File: src/rtl/stb_pkg.sv
// shared types, codes and command decode for the software timer bank
`default_nettype none

package stb_pkg;

  // most fire items reported for one tick
  localparam int unsigned MaxResults = 16;
  // counter width that holds 0 .. MaxResults
  localparam int unsigned CntW = $clog2(MaxResults + 1);

  typedef enum logic [2:0] {
    CMD_INIT    = 3'd0,
    CMD_START   = 3'd1,
    CMD_STOP    = 3'd2,
    CMD_DESTROY = 3'd3,
    CMD_TICK    = 3'd4
  } cmd_e;

  typedef enum logic [2:0] {
    ST_CREATED   = 3'd0,
    ST_STARTED   = 3'd1,
    ST_RUNNING   = 3'd2,
    ST_STOPPED   = 3'd3,
    ST_DESTROYED = 3'd4
  } status_e;

  typedef enum logic [2:0] {
    S_IDLE,
    S_CMD,
    S_UPD,
    S_HARD,
    S_SOFT,
    S_NONE
  } ctrl_state_e;

  // broadcast from the controller to every cell
  typedef struct packed {
    logic        step;
    logic        upd;
    logic [2:0]  cmd;
    logic [31:0] dly;
    logic [31:0] per;
    logic        hard;
  } ctl_t;

  // what a cell shows to the controller
  typedef struct packed {
    logic    fire_now;
    logic    fire;
    logic    hard;
    status_e status;
  } cell_info_t;

  typedef struct packed {
    logic    acc;
    status_e status;
  } cmd_res_t;

  // status change of a slot command
  function automatic cmd_res_t cmd_result(logic [2:0] cmd, status_e st);
    cmd_res_t r;
    r.acc    = 1'b0;
    r.status = st;
    unique case (cmd)
      CMD_INIT: begin
        r.acc    = 1'b1;
        r.status = ST_CREATED;
      end
      CMD_START: begin
        if (st == ST_CREATED || st == ST_STOPPED) begin
          r.acc    = 1'b1;
          r.status = ST_STARTED;
        end
      end
      CMD_STOP: begin
        if (st == ST_STARTED || st == ST_RUNNING) begin
          r.acc    = 1'b1;
          r.status = ST_STOPPED;
        end
      end
      CMD_DESTROY: begin
        r.acc    = 1'b1;
        r.status = ST_DESTROYED;
      end
      default: begin
        r.acc    = 1'b0;
      end
    endcase
    return r;
  endfunction

endpackage

`default_nettype wire

File: src/rtl/stb_cell.sv
// one timer slot cell: holds the slot state and passes the scan token on
`default_nettype none

module stb_cell (
  input  wire logic               clk_i,
  input  wire logic               rst_ni,
  input  wire stb_pkg::ctl_t      ctl_i,
  input  wire logic               sel_i,
  input  wire logic               tok_i,
  output logic                    tok_o,
  output stb_pkg::cell_info_t     info_o
);
  import stb_pkg::*;

  logic        tok_q;
  logic        fire_q, fire_d;
  status_e     status_q, status_d;
  logic [31:0] dly_q, per_q, cnt_q, cnt_d;
  logic        hard_q;
  logic        upd_en;
  logic        fire_now;
  logic        init_wr;
  cmd_res_t    res;
  logic [31:0] init_load, start_load;

  assign res        = cmd_result(ctl_i.cmd, status_q);
  assign upd_en     = ctl_i.step && ctl_i.upd && tok_q;
  assign init_wr    = sel_i && (ctl_i.cmd == CMD_INIT);
  // count already zero or about to reach zero
  assign fire_now   = (status_q == ST_STARTED) && (cnt_q <= 32'd1);
  assign init_load  = (ctl_i.dly != 32'd0) ? ctl_i.dly : ctl_i.per;
  assign start_load = (dly_q != 32'd0) ? dly_q : per_q;

  // command write or tick update of this slot
  always_comb begin
    status_d = status_q;
    fire_d   = fire_q;
    cnt_d    = cnt_q;
    if (sel_i) begin
      status_d = res.status;
      if (ctl_i.cmd == CMD_INIT) begin
        cnt_d = init_load;
      end else if (ctl_i.cmd == CMD_START && res.acc) begin
        cnt_d = start_load;
      end
    end else if (upd_en) begin
      fire_d = fire_now;
      if (status_q == ST_STARTED) begin
        if (fire_now) begin
          if (per_q != 32'd0) begin
            cnt_d = per_q;
          end else begin
            cnt_d    = '0;
            status_d = ST_STOPPED;
          end
        end else begin
          cnt_d = cnt_q - 32'd1;
        end
      end
    end
  end

  // control state
  always_ff @(posedge clk_i or negedge rst_ni) begin
    if (!rst_ni) begin
      tok_q    <= 1'b0;
      fire_q   <= 1'b0;
      status_q <= ST_DESTROYED;
    end else begin
      if (ctl_i.step) begin
        tok_q <= tok_i;
      end
      fire_q   <= fire_d;
      status_q <= status_d;
    end
  end

  // slot payload, always written by init before use
  always_ff @(posedge clk_i) begin
    cnt_q <= cnt_d;
    if (init_wr) begin
      dly_q  <= ctl_i.dly;
      per_q  <= ctl_i.per;
      hard_q <= ctl_i.hard;
    end
  end

  assign tok_o           = tok_q;
  assign info_o.fire_now = fire_now;
  assign info_o.fire     = fire_q;
  assign info_o.hard     = hard_q;
  assign info_o.status   = status_q;

endmodule

`default_nettype wire

File: config.mk
export PLATFORM = sky130hd
export DESIGN_NAME = stb_cell
export DESIGN_NICKNAME = d
export VERILOG_FILES = /design/src/rtl/stb_pkg.sv /design/src/rtl/stb_cell.sv
export SDC_FILE = /design/constraint.sdc
export NUM_CORES = 1
export LEC_CHECK = 0
export ABC_AREA = 1
export BUFFER_PORTS_ARGS = -buffer_cell sky130_fd_sc_hd__buf_2
export CAP_MARGIN = 20
export CORE_MARGIN = 3
export CORE_UTILIZATION = 24
export DETAILED_ROUTE_END_ITERATION = 12
export GPL_TIMING_DRIVEN = 0
export PLACE_DENSITY_LB_ADDON = 0.08
export SLEW_MARGIN = 20
export SYNTH_ARGS = -nofsm -noshare
export SYNTH_HDL_FRONTEND = slang
export SYNTH_SLANG_ARGS = --single-unit
File: constraint.sdc
create_clock -name clk_i -period 7.41 [get_ports clk_i]
set_clock_uncertainty 0.05 [all_clocks]
set_input_delay 0.741 -clock clk_i [delete_from_list [all_inputs] [get_ports clk_i]]
set_output_delay 0.741 -clock clk_i [all_outputs]
set_load 0.02 [all_outputs]
==> results summary, run 1 <==
Together, buffers and inverters on the worst path number 5. The critical path in this run is classified as flop to primary output. The initial antenna violation count is 0. The hold buffer count at CTS is 0. The largest net degree at the start of global routing came out at 50.

The clock tree from TritonCTS is yes. The die covers a little over 0.03 mm². The critical path goes through inv_1 -> ha_1 -> o21ai_1 -> nor2_2 -> nand3_2 -> buf_2 -> inv_1 -> buf_4 -> buf_2. The count of yosys warnings during synthesis came out at 0. In this run the remaining antenna-violating nets after routing total 0. The area added between synthesis and finish is 18.39%. Synthesis produced a netlist with a net count of 1061. The run finished with clean final reports. The number of global-route vias before repair is roughly 6100. The average vias per placed instance came out at about 4.3.

At the end of routability-driven placement, the weighted congestion stood at between 0.8 and 0.9. Measured along the y axis, the die boundary spans 176.5 µm. The fraction of power consumed by combinational cells is between 10% and 20%.

The peak clock frequency supported by timing is ~340 MHz. The floorplan has 61 rows. The cell area after synthesis came out at roughly 0.0070 mm².

The tool flagged a number of max-cap violations equal to 0. The setup slack of the critical path after layout is 4.473 ns. The final hold violation count came to 0. On the critical path, the stage with the largest delay is an instance of edfxtp_1. The critical path data arrival time came out at between 2 and 2.5 ns. The ratio of cells with drive above 1 in the final layout is 15.60%. The clock root buffer master is clkbuf_16. The final number of max-transition violations came out at 0. Clock latency on the worst-skew pair, taken at its later pin, is approximately 0.36 ns.

The summed negative setup slack over all endpoints came out at 0 ns. The maximum net fanout on the critical path is 10. The cell area reported after detailed placement came out at approximately 0.0079 mm². Detailed routing inserted a total of around 6300 vias. The effective utilization at floorplan came out at 24.70%. The first TritonRoute pass finished after 5 iterations. The synthesized design spends more area on one cell type than any other, namely edfxtp_1. The total number of nets in the final design is between 1000 and 1500. The kind of start point of the critical path is a flop. The largest delay contributor family on the critical path is buffers and inverters. Clock tree synthesis inserted a total of 9 buffers. Yosys attributes the largest share of cell area to edfxtp_1, nand2_1, nand3_1. In the routed design, unresolved DRC markers number 0. The cell-internal power came out at roughly 1.1 mW. The post-synthesis register bit count is a little over 100. The clock network fraction of total power came out at around 39%. The required time reported for the critical path endpoint came out at ~6.6 ns. Synthesis produced a netlist whose cell count is around 990.

The post-CTS setup-driven buffer insertion count is 0. The die is 176.5 µm wide. The first-pass GRT wire length is between 30 and 40 mm.

Of the synthesized area, sequential elements account for between 40 and 50%. Port buffering added 80 buffers. Setup violations remaining at the end of the flow were counted as 0. For this design, the sink count on the clock tree is ~100.

81 I/O pins were placed. For the pin with the worst max-slew slack, the measured transition is ~0.84 ns. The switching power share of the total is a little over a quarter. The DRC violation total after the first TritonRoute iteration is about 350. Summed over its instances, the top area cell type makes up a little over two fifths of the synthesized netlist area. The routed design has between 20 and 25 mm of wire. The final cycle utilization of the critical path came out at between 30% and 40%. Dividing the synthesized area by the synthesized cell count gives around 7 µm². Once the clock tree was built, the resizer swapped 0 gates to a different size. The total leakage power is about 3.6 nW. The areal power density over the cells came out at 177.3 mW/mm². The core footprint is about 0.028 mm². For this design the total switching power over the nets is about 400 µW.

The fraction of the core area covered by cells at the end of the flow came out at 29.24%. The detailed-placement wirelength estimate is about 19 mm. The number of distinct library cell variants in the gate-level netlist after synthesis came out at 32.

The delay contributed by the slowest stage of the critical path came out at between 0.3 and 0.4 ns. The total non-filler cell area in the finished layout came out at 0.008258 mm². The number of inserted diodes is 0. The total grt overflow came out at 0. The maximum buffer depth of the clock tree came out at 2. The worst setup path is captured at a primary output. The number of filler cells placed in the layout is around 3200. Across every metal layer, demand over resource in global routing totals between 10% and 20%. The worst path in the final design needs a cycle of around 2.9 ns, including I/O delays and setup. The worst IR drop on VDD is 118.7 µV. The share of total power dissipated in sequential elements is 47.5%. Setup repair after global routing left no endpoint under its margin. The post-route total power is approximately 1.5 mW. The wire length per cell after detailed routing is between 15 and 20 µm. The clock-pin slew reported for the worst setup and hold paths after clock tree synthesis came out at 0.08 ns. The worst pin sits at a relative slew slack of between 40% and 50%. The H-tree generated during clock tree synthesis spans 3 levels.

The pre-CTS setup slack came out at between 4 and 5 ns. The worst min-delay path category is primary input to asynchronous set/reset pin.
[layer usage]
metal | global-route usage, % | wire length, µm | vias to the layer above
li1 | - | - | 3296
met1 | 22.61 | 12080 | 2831
met2 | 23.44 | 10240 | 129
met3 | 2.086 | 745 | 22
met4 | 4.223 | 428 | 0
met5 | 0 | 0 | -
[cell usage in the layout, fill, tap and decap left out, types with 2 or more instances in the layout]
| cell | netlist | routed |
|---|---|---|
| a21oi_1 | 4 | 3 |
| a21oi_2 | 2 | 2 |
| buf_16 | 0 | 2 |
| buf_2 | 12 | 91 |
| buf_4 | 3 | 4 |
| buf_6 | 3 | 3 |
| bufinv_16 | 0 | 3 |
| clkbuf_1 | 18 | 20 |
| clkbuf_16 | 0 | 9 |
| clkinv_1 | 6 | 6 |
| dfrtp_1 | 4 | 4 |
| edfxtp_1 | 97 | 97 |
| ha_1 | 2 | 2 |
| inv_1 | 133 | 133 |
| inv_2 | 26 | 26 |
| inv_6 | 0 | 2 |
| nand2_1 | 333 | 333 |
| nand2_2 | 4 | 4 |
| nand3_1 | 125 | 125 |
| nand4_1 | 9 | 9 |
| nor2_1 | 94 | 94 |
| nor2_2 | 12 | 12 |
| nor2_4 | 5 | 5 |
| nor3_1 | 4 | 4 |
| o21ai_0 | 23 | 23 |
| o21ai_1 | 11 | 11 |
| o21bai_1 | 39 | 39 |
| xnor2_1 | 5 | 5 |
| xor2_1 | 4 | 4 |
[per-stage QoR]
| step | cells | hold slack (ns) |
|---|---|---|
| floorplan | 985 | 0.3954 |
| global placement | 1443 | 0.4231 |
| detailed placement | 1445 | 0.4250 |
| CTS | 1461 | 0.1206 |
| global route | 1461 | 0.1175 |
| finish | 1461 | 0.1329 |
[path summary, 6_finish.rpt]
check,slack (ns),end,cells past startpoint,start
max in group asynchronous,6.96,status_q[2],1,rst_ni
hold / removal,0.13,tok_o,1,rst_ni
setup reg to reg,5.14,cnt_q[28],11,cnt_q[0]
min in group clk_i,0.44,status_q[2],2,status_q[2]
setup / recovery,4.47,info_o[5],9,cnt_q[0]
hold reg to reg,0.44,status_q[2],2,status_q[2]
[cell usage after synthesis (all sizes together)]
| master | count |
|---|---|
| a21oi | 6 |
| buf | 18 |
| clkbuf | 18 |
| clkinv | 6 |
| dfrtp | 4 |
| dfstp | 1 |
| edfxtp | 97 |
| ha | 2 |
| inv | 159 |
| mux2 | 1 |
| nand2 | 337 |
| nand3 | 126 |
| nand3b | 1 |
| nand4 | 9 |
| nor2 | 111 |
| nor3 | 5 |
| nor4 | 1 |
| o211ai | 1 |
| o21ai | 34 |
| o21bai | 39 |
| xnor2 | 5 |
| xor2 | 4 |
[power groups by stage]
stage                     sequential [mW]  combinational (mW)  clock (mW)
after detailed placement            0.709               0.198           0
final                               0.695               0.196       0.573
after global placement              0.710               0.194           0
after global routing                0.699               0.224       0.616
after CTS                           0.695               0.199       0.593
after floorplan                     0.706               0.112           0
[flip-flops by register name, indices dropped and copies added, names as in the netlist]
name	flops
cnt_q	32
dly_q	32
per_q	32
status_q	3
fire_q	1
hard_q	1
tok_o	1
[layout make-up]
cell class	count	area [µm²]	area share, %
multi-input combinational	682	3144	38.08
sequential	102	3039	36.80
clock buffer	11	232.7	2.818
timing repair buffer	82	455.4	5.515
tap	378	473.0	5.727
inverter	165	619.3	7.500
clock inverter	5	107.6	1.303
buffer	36	186.4	2.258
[kinds of logic after synthesis]
group                    count (synthesis)  share of synthesized area [%]
buffers and inverters                  201                          11.52
multiplexers                             1                         0.1614
AND/OR/NAND/NOR                        590                          35.98
AO/OA/AOI/OAI                           80                          7.283
adder cells (fa/ha/maj)                  2                         0.3587
XOR/XNOR                                 9                          1.130
flip-flops                             102                          43.57
No activity file was read; power rests on OpenSTA's default activity.
==> run 2: changes to the inputs <==
--- a/config.mk
+++ b/config.mk
@@ -5,7 +5,7 @@
 export SDC_FILE = /design/constraint.sdc
 export NUM_CORES = 1
 export LEC_CHECK = 0
-export ABC_AREA = 1
+export ABC_AREA = 0
 export BUFFER_PORTS_ARGS = -buffer_cell sky130_fd_sc_hd__buf_2
 export CAP_MARGIN = 20
 export CORE_MARGIN = 3
==> constraint.sdc (replaced) <==
create_clock -name clk_i -period 2.7 [get_ports clk_i]
set_clock_uncertainty 0.05 [all_clocks]
set_input_delay 0.27 -clock clk_i [delete_from_list [all_inputs] [get_ports clk_i]]
set_output_delay 0.27 -clock clk_i [all_outputs]
set_load 0.02 [all_outputs]
==> run 2 against run 1 <==
Against the previous run:
- setup slack got worse by 4.4 ns
- non-clock buffer count is the same
- register-to-register slack got worse by 5.1 ns
- core utilization increased by 1.5 points
- sequential share of layout area is 9.9 points higher
- die area is 25% lower
- total power rose by 150%
- critical path depth shrank 2
==> results summary, run 2 <==
The post-route total power is roughly 3.6 mW. The worst setup path is launched from a flop. The core footprint came out at roughly 0.021 mm².

For this run, the leading register cell type out of synthesis is edfxtp_1. After synthesis, the netlist uses 54 different library cells. The die span in x is around 150 µm. The switching power share of the total came out at between 20% and 30%. Routability-driven placement finished with a final weighted congestion of between 0.8 and 0.9. Of the total power, registers draw 52.7%. The first routing iteration left about 300 violations. Once the floorplan was initialized, standard cells occupied approximately a quarter of the core.

After synthesis, the cell types taking the most area are edfxtp_1, nor4_1, a21oi_1. Combinational logic burns 11.2% of the power. The met1 usage came out at around a fifth. The met3 usage in global routing is 2.322%.

The final hold violation count was 0. The I/O pin count is approximately 80. In this design, the critical path's most frequently occurring cell is buf_6.

The biggest area contributor in the post-synthesis netlist is edfxtp_1. The cell area after synthesis is around 0.0052 mm². For this run, design rule violations remaining after detail routing come to 0.

The floorplan has between 50 and 60 rows. The instance count of the mapped netlist is 446. The delay contributed by the slowest stage of the critical path came out at approximately 0.54 ns. The longest clock path from root to sink contains 2 buffers. The final number of max-transition violations is 0. At the pin with the least slew margin, the transition time is between 0.8 and 0.9 ns. The worst setup path is of the flop to primary output kind. When the netlist entered floorplanning its net count stood at between 500 and 600. Buffers placed on the I/O ports in this run total between 70 and 80. The number of placed instances, taps included, is 801. In the final layout, the registers with the most flip-flops are cnt_q (32), dly_q (32), per_q (32). The clock latency reported for the late side of the worst-skew pair is about 0.36 ns.

The synthesized area per cell came out at 11.66 µm². In the global route stage, met2 resource usage came out at 22.35%. The worst-path cell with the longest stage delay is or4_1.

The worst min-delay path category is primary input to flop. The ratio of cells with drive above 1 in the final layout came out at between 20% and 30%. The share of async-settable or async-resettable flops after synthesis is under 10%. Together, buffers and inverters on the worst path number 4. The clock network fraction of total power came out at between 30 and 40%.

On the final layout, the worst hold slack is ~0.036 ns. The signal on the critical path passes through or3_4 -> nand2b_4 -> or4_1 -> buf_6 -> clkinv_4 -> buf_4 -> buf_6. The number of H-tree levels came out at 3.

The top cell type's share of synthesized area is 55.99%. After detailed routing, the average wire length per cell comes to approximately 21 µm. The die outline height is between 150 and 200 µm.

Leaving out fill and tap cells, the most frequent cell in the layout is edfxtp_1. The CTS buffer count came out at 9. The most common cell in the synthesized netlist is edfxtp_1.

The area added between synthesis and finish is 25.16%. In the global route stage, overall resource usage came out at ~15%. After clock tree synthesis, the clock-pin slew on the worst setup and hold paths is about 0.07 ns. The clock sink count is 102. The layer with the highest usage is met2. The first detailed-routing pass took 4 iterations. The areal power density over the cells came out at approximately 560 mW/mm².

TritonCTS built the clock tree. The average vias per placed instance came out at 5.070. The worst IR drop on VDD is 337.1 µV. Setup repair after global routing could not meet its margin everywhere. In this run the tightest slew margin relative to its limit is between 40 and 50%. For this design the static power due to leakage is approximately 2.3 nW. In the finished design, the share of the clock period the worst path needs comes to just under 100%. Along the worst path, the maximum fanout reaches 6.

Summing the sequential cell areas from Yosys gives between 50% and 60% of the chip area. The first-pass GRT wire length is ~26 mm. For this design the total switching power over the nets is about 910 µW. The number of nets still failing antenna checks after routing came out at 0. The number of violations of the max-capacitance limit came out at 0. The number of global-route vias before repair came out at between 4000 and 5000. The worst setup path is captured at a primary output. 0 antenna diodes ended up in the layout. Once layout is complete, the cells apart from fillers number between 800 and 900. The total grt overflow came out at 0. The area of the die came out at around 0.023 mm². The cell-internal power is approximately 2.7 mW. The worst path needs 2.641 ns of the cycle, external delays included. Grouping stages by cell kind, the critical path spends the most delay in simple AND/OR/NAND/NOR gates.

The post-synthesis register bit count is approximately 100. In the layout the commonest cells are edfxtp_1, buf_2, nand2_1. Counting instances in the post-synthesis netlist gives the leading cell types as edfxtp_1, nand2_1, a21oi_1. The clock root buffer master is clkbuf_16. The detailed-placement wirelength estimate is 12.98 mm. Entering global routing, the biggest net connects 74 pins. The run finished with clean final reports. For this run, the post-layout net count is approximately 630. The count of vias placed by the detailed router is roughly 4200. The initial antenna violation count came out at 0. The count of yosys warnings during synthesis came out at 0. Setup violations remaining at the end of the flow were counted as 0. The final layout contains routed wiring with a total length of approximately 17 mm.

The number of filler cells placed in the layout is around 2200. The required time reported for the critical path endpoint came out at 2.38 ns. The peak clock frequency supported by timing is approximately 380 MHz.

The critical path data arrival time is around 2.3 ns. Counting flops with a built-in enable in the synthesized netlist gives between 90 and 100.
==> run 2: routing by layer <==
layer  vias up  routed length [µm]
met1      2111                8430
met3        17                 618
met4         0                 367
met5         -                   0
met2        95                7879
li1       1995                   -
==> run 2: worst paths after layout <==
check | slack [ns] | endpoint | cells past startpoint | startpoint
setup / recovery | 0.06 | info_o[5] | 7 | cnt_q[25]
hold / removal | 0.04 | hard_q | 1 | ctl_i[0]
setup reg to reg | 0.07 | cnt_q[11] | 7 | cnt_q[25]
hold reg to reg | 0.43 | fire_q | 2 | fire_q
max in group asynchronous | 2.17 | status_q[2] | 2 | rst_ni
min in group asynchronous | 0.22 | tok_o | 2 | rst_ni
==> run 2: layout make-up <==
type / count / area, µm² / share of cell area (%)
clock buffers: 11 / 232.7 / 3.574
flip-flops and latches: 102 / 3039 / 46.68
multi-input cells: 315 / 2130 / 32.71
plain buffers: 22 / 118.9 / 1.826
repair buffers: 96 / 564.3 / 8.666
clock inverters: 5 / 50.05 / 0.7686
inverters: 6 / 32.53 / 0.4996
well taps: 275 / 344.1 / 5.284
==> run 2: cell families after synthesis <==
logic type                 share of synthesized area [%]
xor gates and xnor gates                           3.872
AOI/OAI and AO/OA                                  18.04
buffers and inverters                              2.645
and+or+nand+nor                                    15.54
adders and majority gates                         0.4809
DFF                                                58.42
muxes                                              1.010
==> run 2: repair_timing <==
| item | in CTS | in global routing |
|---|---|---|
| hold buffers | 1 | 0 |
| pin swaps | 4 | 4 |
| gates resized for setup | 9 | 22 |
| setup buffers | 11 | 4 |
| hold endpoints to repair | 5 | 0 |
| setup endpoints to repair | 33 | 45 |
| gates cloned | 0 | 0 |
==> run 2: power groups by stage <==
stage          Combinational [mW]  Clock [mW]  Sequential (mW)
2_1_floorplan               0.203           0             1.94
3_3_place_gp                0.379           0             1.95
3_5_place_dp                0.391           0             1.94
4_1_cts                     0.408        1.35             1.91
5_1_grt                     0.453        1.41             1.92
6_report                    0.408        1.31             1.91
==> run 2: stage by stage <==
stage	TNS (ns)	util [%]	worst slack [ns]	cell area, µm²
finish	0	30.78	0.05864	6511
global route	-0.08122	30.78	-0.03358	6511
detailed placement	-10.78	28.30	-0.4154	5986
floorplan	0	-	0.1106	5207
global placement	-26.42	28.11	-0.6190	5947
CTS	0	30.27	0.02192	6404
